`config.mk`:
```
export PLATFORM = sky130hd
export DESIGN_NAME = line_pixel_generator_unit
export DESIGN_NICKNAME = d
export VERILOG_FILES = /design/src/rtl/core/lpg_pkg.sv /design/src/rtl/core/line_pixel_generator_unit.sv /design/src/rtl/core/lpg_front.sv /design/src/rtl/core/lpg_queue.sv /design/src/rtl/core/lpg_back.sv
export SDC_FILE = /design/constraint.sdc
export NUM_CORES = 1
export LEC_CHECK = 0
export BUFFER_PORTS_ARGS = -buffer_cell sky130_fd_sc_hd__buf_2
export CORE_MARGIN = 10
export CORE_UTILIZATION = 62
export DETAILED_ROUTE_END_ITERATION = 12
export PLACE_DENSITY_LB_ADDON = 0.05
export SETUP_SLACK_MARGIN = 0.15
export SLEW_MARGIN = 20
export SYNTH_ARGS = -nofsm -noshare
export SYNTH_HDL_FRONTEND = slang
export SYNTH_SLANG_ARGS = --single-unit
```
`constraint.sdc`:
```
create_clock -name clk -period 10.5 [get_ports clk]
set_clock_uncertainty 0.2 [all_clocks]
set_input_delay 0.525 -clock clk [delete_from_list [all_inputs] [get_ports clk]]
set_output_delay 0.525 -clock clk [all_outputs]
set_load 0.02 [all_outputs]
```
`src/rtl/core/lpg_pkg.sv`:
```
package lpg_pkg;

  // Input item kinds carried in tuser
  localparam logic FUNC_LOAD = 1'b0;
  localparam logic FUNC_STEP = 1'b1;

  // Configuration register map (register index taken from paddr[2])
  localparam int   CFG_ADDR_W  = 3;
  localparam logic CFG_IDX_PEN = 1'b0;
  localparam int   RGB_W       = 24;

  // Walk phase of the current line
  typedef enum logic [1:0] {
    PASS_IDLE = 2'd0,
    PASS_X    = 2'd1,
    PASS_Y    = 2'd2
  } pass_t;

  // Front sequencer
  typedef enum logic [1:0] {
    FE_ACCEPT = 2'd0,
    FE_MUL_A  = 2'd1,
    FE_MUL_B  = 2'd2
  } fe_state_t;

  // Back sequencer
  typedef enum logic [1:0] {
    BE_IDLE = 2'd0,
    BE_DIV  = 2'd1,
    BE_DONE = 2'd2
  } be_state_t;

  // Per-pixel control carried with each job
  typedef struct packed {
    logic y_pass;
    logic last;
  } lpg_ctl_t;

endpackage

```
`src/rtl/core/line_pixel_generator_unit.sv`:
```
// Load beat: accepted; input stalls in FE_MUL_A and FE_MUL_B while the cross product forms.
// Step beat on an active line: queued as a job; the divider pops it, forms one quotient bit per
// cycle in BE_DIV and loads the pixel into the output register in BE_DONE, which holds while
// the output is stalled. A new job is popped only once the divider is back in BE_IDLE.
// Step beat on an idle line: taken, no pixel. A 2-entry job queue sits in front
// of the divider. rst_n (synchronous, active low) clears pen color, endpoints, walk state.
module line_pixel_generator_unit import lpg_pkg::*; #(
  parameter int COORD_BITS = 10,
  localparam int IN_W  = ((4 * COORD_BITS + 7) / 8) * 8,
  localparam int OUT_W = ((2 * COORD_BITS + RGB_W + 7) / 8) * 8
) (
  input  logic                  clk,
  input  logic                  rst_n,
  // in_tdata: x_start, y_start, x_end, y_end (from bit 0 up), zero pad
  input  logic                  in_tvalid,
  output logic                  in_tready,
  input  logic [IN_W-1:0]       in_tdata,
  // in_tuser: func (load or step)
  input  logic                  in_tuser,
  output logic                  out_tvalid,
  input  logic                  out_tready,
  // out_tdata: pixel_x, pixel_y, pixel_color (from bit 0 up), zero pad
  output logic [OUT_W-1:0]      out_tdata,
  output logic                  out_tlast,
  input  logic                  cfg_psel,
  input  logic                  cfg_penable,
  input  logic                  cfg_pwrite,
  input  logic [CFG_ADDR_W-1:0] cfg_paddr,
  input  logic [31:0]           cfg_pwdata,
  output logic [31:0]           cfg_prdata,
  output logic                  cfg_pready
);

  localparam int N      = COORD_BITS;
  localparam int NUM_W  = 2 * COORD_BITS + 3;
  localparam int JOB_W  = NUM_W + (N + 1) + N + RGB_W + $bits(lpg_ctl_t);
  localparam int QDEPTH = 2;

  logic [RGB_W-1:0] pen_rgb_r;
  logic             cfg_wr;

  logic                    f_push_valid, f_push_ready;
  logic signed [NUM_W-1:0] f_num;
  logic signed [N:0]       f_den;
  logic [N-1:0]            f_fixed;
  logic [RGB_W-1:0]        f_color;
  lpg_ctl_t                f_ctl;

  logic                    b_job_valid, b_job_ready;
  logic [JOB_W-1:0]        q_in, q_out;
  logic signed [NUM_W-1:0] b_num;
  logic signed [N:0]       b_den;
  logic [N-1:0]            b_fixed;
  logic [RGB_W-1:0]        b_color;
  lpg_ctl_t                b_ctl;

  logic [N-1:0]     px, py;
  logic [RGB_W-1:0] pcolor;

  // Configuration port: write on the access cycle, always ready
  assign cfg_pready = 1'b1;
  assign cfg_wr     = cfg_psel && cfg_penable && cfg_pwrite && cfg_pready;
  assign cfg_prdata = (cfg_paddr[2] == CFG_IDX_PEN) ? {8'h00, pen_rgb_r} : 32'h0;

  always_ff @(posedge clk) begin
    if (!rst_n) begin
      pen_rgb_r <= '0;
    end else if (cfg_wr && (cfg_paddr[2] == CFG_IDX_PEN)) begin
      pen_rgb_r <= cfg_pwdata[RGB_W-1:0];
    end
  end

  lpg_front #(.COORD_BITS(COORD_BITS)) u_front (
    .clk        (clk),
    .rst_n      (rst_n),
    .in_valid   (in_tvalid),
    .in_ready   (in_tready),
    .in_func    (in_tuser),
    .in_x_start (in_tdata[N-1:0]),
    .in_y_start (in_tdata[2*N-1:N]),
    .in_x_end   (in_tdata[3*N-1:2*N]),
    .in_y_end   (in_tdata[4*N-1:3*N]),
    .pen_rgb    (pen_rgb_r),
    .push_valid (f_push_valid),
    .push_ready (f_push_ready),
    .job_num    (f_num),
    .job_den    (f_den),
    .job_fixed  (f_fixed),
    .job_color  (f_color),
    .job_ctl    (f_ctl)
  );

  assign q_in = {f_num, f_den, f_fixed, f_color, f_ctl};

  lpg_queue #(.WIDTH(JOB_W), .DEPTH(QDEPTH)) u_queue (
    .clk        (clk),
    .rst_n      (rst_n),
    .push_valid (f_push_valid),
    .push_ready (f_push_ready),
    .push_data  (q_in),
    .pop_valid  (b_job_valid),
    .pop_ready  (b_job_ready),
    .pop_data   (q_out)
  );

  assign {b_num, b_den, b_fixed, b_color, b_ctl} = q_out;

  lpg_back #(.COORD_BITS(COORD_BITS)) u_back (
    .clk        (clk),
    .rst_n      (rst_n),
    .job_valid  (b_job_valid),
    .job_ready  (b_job_ready),
    .job_num    (b_num),
    .job_den    (b_den),
    .job_fixed  (b_fixed),
    .job_color  (b_color),
    .job_ctl    (b_ctl),
    .out_tvalid (out_tvalid),
    .out_tready (out_tready),
    .out_x      (px),
    .out_y      (py),
    .out_color  (pcolor),
    .out_last   (out_tlast)
  );

  assign out_tdata = OUT_W'({pcolor, py, px});

endmodule

```
`src/rtl/core/lpg_front.sv`:
```
module lpg_front import lpg_pkg::*; #(
  parameter int COORD_BITS = 10,
  localparam int N      = COORD_BITS,
  localparam int PROD_W = 2 * COORD_BITS + 2,
  localparam int NUM_W  = 2 * COORD_BITS + 3
) (
  input  logic                    clk,
  input  logic                    rst_n,
  input  logic                    in_valid,
  output logic                    in_ready,
  input  logic                    in_func,
  input  logic [N-1:0]            in_x_start,
  input  logic [N-1:0]            in_y_start,
  input  logic [N-1:0]            in_x_end,
  input  logic [N-1:0]            in_y_end,
  input  logic [RGB_W-1:0]        pen_rgb,
  output logic                    push_valid,
  input  logic                    push_ready,
  output logic signed [NUM_W-1:0] job_num,
  output logic signed [N:0]       job_den,
  output logic [N-1:0]            job_fixed,
  output logic [RGB_W-1:0]        job_color,
  output lpg_ctl_t                job_ctl
);

  fe_state_t state_r, state_nxt;
  pass_t     phase_r, phase_nxt;

  logic [N-1:0] first_x_r, first_y_r, second_x_r, second_y_r;
  logic [N-1:0] walk_pos_r, walk_pos_nxt;
  logic [N-1:0] walk_limit_r, walk_limit_nxt;
  logic [N-1:0] pos_inc;

  logic signed [PROD_W-1:0] prod_r;
  logic signed [PROD_W-1:0] k_r;
  logic signed [N:0]        mul_a, mul_b;
  logic signed [PROD_W-1:0] mul_p;
  logic signed [N:0]        dx, dy;
  logic signed [NUM_W-1:0]  prod_ext, k_ext;

  logic accept, is_load, active;

  assign accept  = in_valid && in_ready;
  assign is_load = (in_func == FUNC_LOAD);
  assign active  = (phase_r == PASS_X) || (phase_r == PASS_Y);

  assign dx = $signed({1'b0, second_x_r}) - $signed({1'b0, first_x_r});
  assign dy = $signed({1'b0, second_y_r}) - $signed({1'b0, first_y_r});

  // Shared multiplier: endpoint cross products after a load, coordinate difference times position on a step
  assign mul_p = mul_a * mul_b;

  // Next state of the sequencer
  always_comb begin
    state_nxt = state_r;
    case (state_r)
      FE_ACCEPT: begin
        if (accept && is_load) state_nxt = FE_MUL_A;
      end
      FE_MUL_A: state_nxt = FE_MUL_B;
      FE_MUL_B: state_nxt = FE_ACCEPT;
      default:  state_nxt = FE_ACCEPT;
    endcase
  end

  // Sequencer outputs and multiplier operand select
  always_comb begin
    in_ready   = 1'b0;
    push_valid = 1'b0;
    mul_a      = $signed({1'b0, second_x_r});
    mul_b      = $signed({1'b0, first_y_r});
    case (state_r)
      FE_ACCEPT: begin
        in_ready   = push_ready;
        push_valid = in_valid && push_ready && !is_load && active;
        mul_a      = (phase_r == PASS_X) ? dy : dx;
        mul_b      = $signed({1'b0, walk_pos_r});
      end
      FE_MUL_A: begin
        mul_a = $signed({1'b0, second_x_r});
        mul_b = $signed({1'b0, first_y_r});
      end
      FE_MUL_B: begin
        mul_a = $signed({1'b0, first_x_r});
        mul_b = $signed({1'b0, second_y_r});
      end
      default: begin
        in_ready = 1'b0;
      end
    endcase
  end

  // Walk update: start a line on load, advance the position on each plotted pixel
  always_comb begin
    phase_nxt      = phase_r;
    walk_pos_nxt   = walk_pos_r;
    walk_limit_nxt = walk_limit_r;
    pos_inc        = walk_pos_r + 1'b1;
    if (accept && is_load) begin
      if (in_x_start != in_x_end) begin
        phase_nxt      = PASS_X;
        walk_pos_nxt   = (in_x_start < in_x_end) ? in_x_start : in_x_end;
        walk_limit_nxt = (in_x_start < in_x_end) ? in_x_end : in_x_start;
      end else if (in_y_start != in_y_end) begin
        phase_nxt      = PASS_Y;
        walk_pos_nxt   = (in_y_start < in_y_end) ? in_y_start : in_y_end;
        walk_limit_nxt = (in_y_start < in_y_end) ? in_y_end : in_y_start;
      end else begin
        phase_nxt = PASS_IDLE;
      end
    end else if (push_valid) begin
      walk_pos_nxt = pos_inc;
      if (pos_inc == walk_limit_r) begin
        if ((phase_r == PASS_X) && (first_y_r != second_y_r)) begin
          phase_nxt      = PASS_Y;
          walk_pos_nxt   = (first_y_r < second_y_r) ? first_y_r : second_y_r;
          walk_limit_nxt = (first_y_r < second_y_r) ? second_y_r : first_y_r;
        end else begin
          phase_nxt = PASS_IDLE;
        end
      end
    end
  end

  // Job for the divider: y pass negates the cross-product term
  assign prod_ext       = {mul_p[PROD_W-1], mul_p};
  assign k_ext          = {k_r[PROD_W-1], k_r};
  assign job_num        = (phase_r == PASS_X) ? (prod_ext + k_ext) : (prod_ext - k_ext);
  assign job_den        = (phase_r == PASS_X) ? dx : dy;
  assign job_fixed      = walk_pos_r;
  assign job_color      = pen_rgb;
  assign job_ctl.y_pass = (phase_r == PASS_Y);
  assign job_ctl.last   = (phase_nxt == PASS_IDLE);

  // Control registers
  always_ff @(posedge clk) begin
    if (!rst_n) begin
      state_r      <= FE_ACCEPT;
      phase_r      <= PASS_IDLE;
      walk_pos_r   <= '0;
      walk_limit_r <= '0;
      first_x_r    <= '0;
      first_y_r    <= '0;
      second_x_r   <= '0;
      second_y_r   <= '0;
    end else begin
      state_r      <= state_nxt;
      phase_r      <= phase_nxt;
      walk_pos_r   <= walk_pos_nxt;
      walk_limit_r <= walk_limit_nxt;
      if (accept && is_load) begin
        first_x_r  <= in_x_start;
        first_y_r  <= in_y_start;
        second_x_r <= in_x_end;
        second_y_r <= in_y_end;
      end
    end
  end

  // Cross product x1*y0 - x0*y1, built in FE_MUL_A and FE_MUL_B after a load
  always_ff @(posedge clk) begin
    if (state_r == FE_MUL_A) prod_r <= mul_p;
    if (state_r == FE_MUL_B) k_r    <= prod_r - mul_p;
  end

  a_push_has_room: assert property (@(posedge clk) disable iff (!rst_n)
    push_valid |-> push_ready)
    else $error("job pushed into a full queue");

  a_mul_sequence: assert property (@(posedge clk) disable iff (!rst_n)
    (state_r == FE_MUL_A) |=> (state_r == FE_MUL_B))
    else $error("cross product sequence broken");

  a_walk_in_range: assert property (@(posedge clk) disable iff (!rst_n)
    (phase_r != PASS_IDLE) |-> (walk_pos_r < walk_limit_r))
    else $error("walk position past its limit");

endmodule

```
`src/rtl/core/lpg_queue.sv`:
```
module lpg_queue #(
  parameter int WIDTH = 8,
  parameter int DEPTH = 2
) (
  input  logic             clk,
  input  logic             rst_n,
  input  logic             push_valid,
  output logic             push_ready,
  input  logic [WIDTH-1:0] push_data,
  output logic             pop_valid,
  input  logic             pop_ready,
  output logic [WIDTH-1:0] pop_data
);

  localparam int PTR_W = (DEPTH > 1) ? $clog2(DEPTH) : 1;
  localparam int CNT_W = $clog2(DEPTH + 1);

  logic [WIDTH-1:0] slot_r [DEPTH];
  logic [PTR_W-1:0] wr_ptr_r, rd_ptr_r;
  logic [CNT_W-1:0] count_r;
  logic             do_push, do_pop;

  assign push_ready = (count_r != CNT_W'(DEPTH));
  assign pop_valid  = (count_r != '0);
  assign pop_data   = slot_r[rd_ptr_r];
  assign do_push    = push_valid && push_ready;
  assign do_pop     = pop_valid && pop_ready;

  // Advance pointers and occupancy
  always_ff @(posedge clk) begin
    if (!rst_n) begin
      wr_ptr_r <= '0;
      rd_ptr_r <= '0;
      count_r  <= '0;
    end else begin
      if (do_push) wr_ptr_r <= (wr_ptr_r == PTR_W'(DEPTH - 1)) ? '0 : wr_ptr_r + 1'b1;
      if (do_pop)  rd_ptr_r <= (rd_ptr_r == PTR_W'(DEPTH - 1)) ? '0 : rd_ptr_r + 1'b1;
      if (do_push && !do_pop)      count_r <= count_r + 1'b1;
      else if (do_pop && !do_push) count_r <= count_r - 1'b1;
    end
  end

  // Hold job payloads
  always_ff @(posedge clk) begin
    if (do_push) slot_r[wr_ptr_r] <= push_data;
  end

endmodule

```
`src/rtl/core/lpg_back.sv`:
```
module lpg_back import lpg_pkg::*; #(
  parameter int COORD_BITS = 10,
  localparam int N     = COORD_BITS,
  localparam int NUM_W = 2 * COORD_BITS + 3,
  localparam int CNT_W = $clog2(2 * COORD_BITS + 3)
) (
  input  logic                    clk,
  input  logic                    rst_n,
  input  logic                    job_valid,
  output logic                    job_ready,
  input  logic signed [NUM_W-1:0] job_num,
  input  logic signed [N:0]       job_den,
  input  logic [N-1:0]            job_fixed,
  input  logic [RGB_W-1:0]        job_color,
  input  lpg_ctl_t                job_ctl,
  output logic                    out_tvalid,
  input  logic                    out_tready,
  output logic [N-1:0]            out_x,
  output logic [N-1:0]            out_y,
  output logic [RGB_W-1:0]        out_color,
  output logic                    out_last
);

  be_state_t state_r, state_nxt;

  logic [NUM_W-1:0] dvd_r;
  logic [N-1:0]     rem_r;
  logic [N-1:0]     dsr_r;
  logic [CNT_W-1:0] cnt_r;
  logic             neg_r;
  logic [N-1:0]     fixed_r;
  logic [RGB_W-1:0] color_r;
  lpg_ctl_t         ctl_r;

  logic             out_tvalid_r;
  logic [N-1:0]     out_x_r, out_y_r;
  logic [RGB_W-1:0] out_color_r;
  logic             out_last_r;

  logic [NUM_W-1:0] num_mag;
  logic [N:0]       den_mag;
  logic [N:0]       trial;
  logic             fits;
  logic [N-1:0]     quot;
  logic             pop, out_load;

  assign num_mag = job_num[NUM_W-1] ? NUM_W'(-job_num) : NUM_W'(job_num);
  assign den_mag = job_den[N] ? (N+1)'(-job_den) : (N+1)'(job_den);

  // One restoring step: bring down the next dividend bit
  assign trial = {rem_r, dvd_r[NUM_W-1]};
  assign fits  = (trial >= {1'b0, dsr_r});
  assign quot  = neg_r ? (~dvd_r[N-1:0] + 1'b1) : dvd_r[N-1:0];

  // Next state of the divider sequencer
  always_comb begin
    state_nxt = state_r;
    case (state_r)
      BE_IDLE: begin
        if (job_valid) state_nxt = BE_DIV;
      end
      BE_DIV: begin
        if (cnt_r == '0) state_nxt = BE_DONE;
      end
      BE_DONE: begin
        if (!out_tvalid_r || out_tready) state_nxt = BE_IDLE;
      end
      default: state_nxt = BE_IDLE;
    endcase
  end

  // Sequencer outputs
  always_comb begin
    job_ready = 1'b0;
    out_load  = 1'b0;
    case (state_r)
      BE_IDLE: job_ready = 1'b1;
      BE_DONE: out_load  = !out_tvalid_r || out_tready;
      default: job_ready = 1'b0;
    endcase
  end

  assign pop = job_valid && job_ready;

  // Divider datapath: latch magnitudes, then one quotient bit per cycle
  always_ff @(posedge clk) begin
    if (pop) begin
      dvd_r   <= num_mag;
      rem_r   <= '0;
      dsr_r   <= den_mag[N-1:0];
      neg_r   <= job_num[NUM_W-1] ^ job_den[N];
      fixed_r <= job_fixed;
      color_r <= job_color;
      ctl_r   <= job_ctl;
    end else if (state_r == BE_DIV) begin
      dvd_r <= {dvd_r[NUM_W-2:0], fits};
      rem_r <= fits ? N'(trial - {1'b0, dsr_r}) : trial[N-1:0];
    end
  end

  // Sequencer and output valid
  always_ff @(posedge clk) begin
    if (!rst_n) begin
      state_r      <= BE_IDLE;
      cnt_r        <= '0;
      out_tvalid_r <= 1'b0;
    end else begin
      state_r <= state_nxt;
      if (pop) cnt_r <= CNT_W'(NUM_W - 1);
      else if (state_r == BE_DIV) cnt_r <= cnt_r - 1'b1;
      if (out_load)        out_tvalid_r <= 1'b1;
      else if (out_tready) out_tvalid_r <= 1'b0;
    end
  end

  // Output register
  always_ff @(posedge clk) begin
    if (out_load) begin
      out_x_r     <= ctl_r.y_pass ? quot : fixed_r;
      out_y_r     <= ctl_r.y_pass ? fixed_r : quot;
      out_color_r <= color_r;
      out_last_r  <= ctl_r.last;
    end
  end

  assign out_tvalid = out_tvalid_r;
  assign out_x      = out_x_r;
  assign out_y      = out_y_r;
  assign out_color  = out_color_r;
  assign out_last   = out_last_r;

  a_divisor_nonzero: assert property (@(posedge clk) disable iff (!rst_n)
    (state_r == BE_DIV) |-> (dsr_r != '0))
    else $error("division by zero in progress");

  a_remainder_bound: assert property (@(posedge clk) disable iff (!rst_n)
    (state_r == BE_DIV) |-> (rem_r < dsr_r))
    else $error("partial remainder not below divisor");

  a_result_waits: assert property (@(posedge clk) disable iff (!rst_n)
    (state_r == BE_DONE && out_tvalid_r && !out_tready) |=> (state_r == BE_DONE))
    else $error("finished quotient dropped while output stalled");

endmodule
```
== Word level (Yosys, flattened, before mapping) ==
Memory sizes are Yosys's and may differ from the RTL's. A register that Yosys moved wholly into a read port is not among the register bits.
Index checks and enable logic that the tools add are counted.

* Register bits: 269
* RAM bits: 140
* Input bits: 83
* Output and inout bits: 84
* Logic and storage cells: 165
* Memories kept: 1

* $add $sub $neg: 15
* Multipliers: 1
* $lt $le $gt $ge: 4
* Equality and inequality tests: 16
* Muxes and demuxes: 60
* Bitwise gates (word level): 5
* Reductions and logical operators: 33

{| class="wikitable"
|+ Memory list
! name !! depth !! width !! rd ports !! clocked after memory_dff !! wr ports !! line !! text
|-
| u_queue.slot_r || 2 || 70 || 1 || 1 || 1 || lpg_queue.sv:18 || <nowiki>logic [WIDTH-1:0] slot_r [DEPTH];</nowiki>
|}

{| class="wikitable"
|+ Operators by type and width
! operator !! number
|-
| 10-bit two-way mux || 23
|-
| 23-bit two-way mux || 4
|-
| 10-bit < comparator || 3
|-
| 10-bit inequality test || 3
|-
| 2-bit two-way mux || 12
|-
| 24-bit two-way mux || 1
|-
| 22-bit by 22-bit adder with 23-bit output || 1
|-
| 23-bit negator || 1
|-
| 22-bit by 22-bit subtractor with 23-bit output || 1
|-
| 11-bit by 11-bit multiplier with 22-bit output || 1
|-
| 11-bit two-way mux || 2
|-
| 11-bit one-hot mux with 2 select lines || 1
|-
| 10-bit by 10-bit subtractor with 11-bit output || 2
|-
| 22-bit subtractor || 1
|-
| 10-bit by 1-bit adder with 10-bit output, second input constant || 2
|-
| 10-bit one-hot mux with 2 select lines || 1
|-
| 2-bit nonzero test || 7
|-
| 1-bit logical AND || 13
|-
| 1-bit two-way mux || 12
|-
| 11-bit by 10-bit greater-or-equal comparator with 1-bit output || 1
|-
| 10-bit == test || 1
|-
| 5-bit two-way mux || 2
|-
| 10-bit negator || 1
|-
| 10-bit inverter || 1
|-
| 22 further kinds || 37
|}

== Longest topological paths before layout ==
* Depth in word-level cells: 10
* Depth in mapped cells: 42
* Depth with buffers taken out: 42

== Hierarchy ==
Synthesis repeated with hierarchy kept, for this count alone.

* Cells, all modules: 2605
* Area total of the unflattened synthesis: 26760.7 um^2

{| class="wikitable"
|+ Modules (own cells, without submodules)
! module !! instances !! cells an instance !! area each (um^2) !! sequential area each (um^2)
|-
| lpg_front || 1 || 1747 || 14232.4 || 2602.5
|-
| lpg_back || 1 || 470 || 5998.3 || 3813.7
|-
| lpg_queue || 1 || 242 || 5275.1 || 4304.1
|-
| line_pixel_generator_unit || 1 || 146 || 1255.0 || 480.5
|}

== Worst setup path before layout ==
Ideal clock, no wire load.

* Path kind: reg2reg
* Start point: reg u_front.first_y_r[1]
* End point: reg u_front.k_r[20] (data pin)
* Setup time: 0.259 ns
* Data arrival time: 8.960 ns
* Data required time: 10.041 ns
* Slack: 1.081 ns
* Stages on the path, launching flop included: 39
* Buffers on the path: 0
* Clock period less this slack: 9.419 ns
* Path through: dfxtp_1 -> inv_1 -> ha_1 -> nor2b_1 -> o21ai_0 -> a21boi_0 -> o21ai_0 -> a21boi_0 -> o21a_1 -> or2_2 -> xor2_1 -> a211oi_1 -> o31ai_1 -> nand2_1 -> fa_1 -> inv_1 -> fa_1 -> fa_1 -> (+3 left out) -> inv_1 -> ha_1 -> nand2_1 -> a311oi_1 -> o21ai_0 -> nand2b_1 -> a21oi_1 -> xnor2_1 -> inv_1 -> ha_1 -> or3_1 -> o21ai_0 -> a21oi_1 -> maj3_1 -> maj3_1 -> maj3_1 -> o21bai_1 -> xnor2_1

* Word-level cells in the longest chain between the ends: 5
* Elaborated cells on any way between the ends: 6
* Classes of those cells: add/sub: 2; mul: 1; mux: 3

{| class="wikitable"
|+ RTL lines
! what !! line !! text
|-
| start: declaration || lpg_front.sv:29 || <nowiki>logic [N-1:0] first_x_r, first_y_r, second_x_r, second_y_r;</nowiki>
|-
| start signal: assignment || lpg_front.sv:153 || <nowiki>first_y_r <= in_y_start;</nowiki>
|-
| 10-bit by 10-bit subtractor with 11-bit output || lpg_front.sv:48 || <nowiki>assign dy = $signed({1'b0, second_y_r}) - $signed({1'b0, first_y_r});</nowiki>
|-
| 11-bit two-way mux || lpg_front.sv:76 || <nowiki>mul_a = (phase_r == PASS_X) ? dy : dx;</nowiki>
|-
| 11-bit one-hot mux with 2 select lines || lpg_front.sv:72 || <nowiki>case (state_r)</nowiki>
|-
| 11-bit by 11-bit multiplier with 22-bit output (*) || lpg_front.sv:51 || <nowiki>assign mul_p = mul_a * mul_b;</nowiki>
|-
| named net u_front.mul_p[14] || lpg_front.sv:37 || <nowiki>logic signed [PROD_W-1:0] mul_p;</nowiki>
|-
| 22-bit subtractor (*) || lpg_front.sv:163 || <nowiki>if (state_r == FE_MUL_B) k_r <= prod_r - mul_p;</nowiki>
|-
| end signal: assignment || lpg_front.sv:163 ||
|-
| end: declaration || lpg_front.sv:35 || <nowiki>logic signed [PROD_W-1:0] k_r;</nowiki>
|}

Mark *: on every way through the listed nets, which the timed path passes. The rest lies on a longest branch.
A chain may end at the register's enable or synchronous reset.

== Worst setup path in the final report ==
* Start point: reg u_front.first_y_r[0]
* End point: reg u_front.k_r[20] (data pin)

Same word-level chain as after synthesis.

==> reports/results.ini <==
[logic_synthesis]
synth-main-ff-cell = edfxtp_1
synthTopCellsByArea = edfxtp_1 (34%), dfxtp_1 (8.4%), fa_1 (8.3%)
synth_seq_cells = 410
syn_inst = 2640
synth_cell_types = 80
yosysTopAreaCell = edfxtp_1
synth-edff-count = 299
ys_seq_area_frac = 0.423
synth_most_common_cell = nand2_1
syn_avg_cell_area_sq_um = 10.0
synthArstFlopShare = 0
synth_area_sq_um = 26500
yosysTopAreaCellShare = 0.339
synthTopCellsByCount = nand2_1 (367), inv_1 (307), edfxtp_1 (299)
synth_warnings = 0

[job]
maxCapViolCount = 0

[global_routing]
met1_usage = 0.323
grt_util_met3 = 0.0339
first_global_vias = 18900
antenna_found_initial = 0
globalRouteOverflowTotal = 0
track_usage = 0.242
top_usage_layer = met2
grt_max_degree = 94
grt_first_pass_wirelength_mm = 99.0
use_met2 = 0.408

[critical_path]
cp.arrival_ps = 9940
crit_top_cell = fa_1
crit_required_ps = 10620
worst_setup_path_start_kind = register
path_class = register to register
cp_slowest_cell = fa_1
end_kind = register
crit_fanout = 5
max_stage_delay_ps = 560

[pwr]
p_leak_uw = 0.0122
powerDensity_nw_per_um2 = 263
irDropWorstVdd_v = 0.000139

[min_path]
min_path_type = primary input to register

[drt]
wl_per_cell_microns = 18.6
vias_per_cell = 5.71
wirelength_mm = 62.2
ant_nets = 0
num_vias = 19100
drtIter0Drc = 1451
dr.pass1.iters = 8
drc = 0

[placement]
hpwl_mm = 47.1
portBuffers = 143
gp_congestion = 0.951

[clock_tree]
clockBufferDepth = 3
clock_sink_count = 410
insertion_delay_ps = 570
cts_buffers = 44
cts_tree = done
cts.reportedPaths.clkPinSlew_ps = 60
root_buffer = clkbuf_16
h-tree-depth = 2

[final_layout]
final_layout_size_suffix_gt1_frac = 0.127
final_util = 0.699
fin_nets = 3120
diodes = 0
area_delta_synth_final_pct = 11.2

[floorplanning]
die_x_microns = 227
dieArea_sq_um = 51400
start_util = 0.629
die_h_microns = 227
core_area_sq_um = 42100
ios = 167
num_rows = 75

[timing]
final.period_utilization = 0.935
tightest_slew_ps = 1130
rsz0062_at_grt = false
setup_tns_ps = 0
slew_viol_final = 0
setup_violations = 0
slew_headroom = 0.245
period_needed_ps = 9810
final_hold_viol_count = 0
max_freq_ghz = 0.102

[outcome]
status = finished clean

[worst max-delay path: cells and delay by family, from the launching register on]
| kind | cells | cell delay, ps |
|---|---|---|
| AOI/OAI and AO/OA | 12 | 2090 |
| xor gates and xnor gates | 3 | 460 |
| DFF | 1 | 410 |
| and+or+nand+nor | 4 | 820 |
| muxes | 2 | 270 |
| buffers and inverters | 5 | 280 |
| adders and majority gates | 12 | 5040 |
[state kept, by name, summed over array words and instances (netlist names), 22 cells and up, named ones only]
| name | count |
|---|---|
| u_back.out_color | 24 |
| u_back.color_r | 24 |
| u_front.k_r | 22 |
| u_front.prod_r | 22 |
| u_queue.slot_r | 140 |
| u_back.dvd_r | 23 |
| pen_rgb_r | 24 |
[final timing paths]
kind	from	end	depth (start not counted)	slack (ps)
min	in_tdata[39]	u_front.second_y_r[9]$_SDFFE_PN0P_	3	10
min reg2reg	u_back.color_r[13]$_DFFE_PP_	u_back.out_color[13]$_DFFE_PP_	0	210
max	u_front.first_y_r[0]$_SDFFE_PN0P_	u_front.k_r[20]$_DFFE_PN_	38	690
max reg2reg	u_front.first_y_r[0]$_SDFFE_PN0P_	u_front.k_r[20]$_DFFE_PN_	38	690
[area by class of cell]
cell class,count,area (sq um)
clock inverters,27,275
fillers,3229,12700
multi-input cells,1828,13900
flip-flops and latches,410,11200
clock buffers,53,1200
inverters,308,1160
well taps,539,674
repair buffers,186,1070
[report_power, final]
group	internal [uW]	leakage (uW)	switching, uW	total, uW
registers	2320	0.00366	199	2520
clock network	936	0.000729	635	1570
logic	1470	0.00781	2190	3660
total	4730	0.0122	3020	7750
[kinds of logic after synthesis]
group / count (synthesis) / share of synthesized area
mux: 131 / 0.0522
xor+xnor: 157 / 0.0525
other cells: 2 / 0.000283
simple gates: 753 / 0.128
buf+inv: 413 / 0.0606
flops: 410 / 0.423
compound gates: 510 / 0.129
fa+ha+maj: 264 / 0.155
[placed cells by master (no fill, tap or decap), types with 7 or more instances in the layout]
master         count
buf_2            143
o21a_1            24
dlygate4sd3_1      8
nor3_1            32
a31oi_1            7
fa_1             110
a21o_1            30
buf_4             34
clkbuf_16         45
or2_2             14
nand2_1          367
clkinv_1           9
nor2_1           168
a21boi_0          79
clkinv_2          10
a211oi_1          16
a21oi_1           91
mux2_2            57
nor2b_1           45
o21bai_1           7
o211a_1           14
o31ai_1            9
dfxtp_1          110
edfxtp_1         299
or3_1             11
ha_1             149
and2_1            27
nand4_1           14
xor2_1            61
o211ai_1          39
nand2b_1          18
o21ai_1           13
nand3_1           14
o21ai_0          116
inv_1            306
mux2i_1           72
conb_1            13
xnor2_1           91
[timing repair]
action                                  CTS  global route
hold buffers                              8             0
hold endpoints to repair                  8             0
buffers inserted                          0             3
endpoints found under the setup margin    0            11
resized for setup                         0            18
[layer usage]
| metal | routed length (microns) | part of all wire |
|---|---|---|
| met5 | 0 | 0 |
| met4 | 1300 | 0.021 |
| met3 | 3460 | 0.056 |
| met2 | 30100 | 0.48 |
| met1 | 27400 | 0.44 |
[stage by stage]
stage / hold WS (ps) / power [uW] / instances / setup slack [ps] / instance area, sq um
final: 14.7 / 7750 / 3351 / 685 / 29500
after detailed placement: 205 / 6110 / 3259 / 280 / 27800
after global routing: 11.2 / 8300 / 3351 / 195 / 29500
after CTS: 1.32 / 7710 / 3347 / 252 / 29300
after global placement: 201 / 5960 / 3259 / 415 / 27800
after floorplan: 200 / 5200 / 2651 / 1080 / 26500
(Power assumes the default switching activity.)
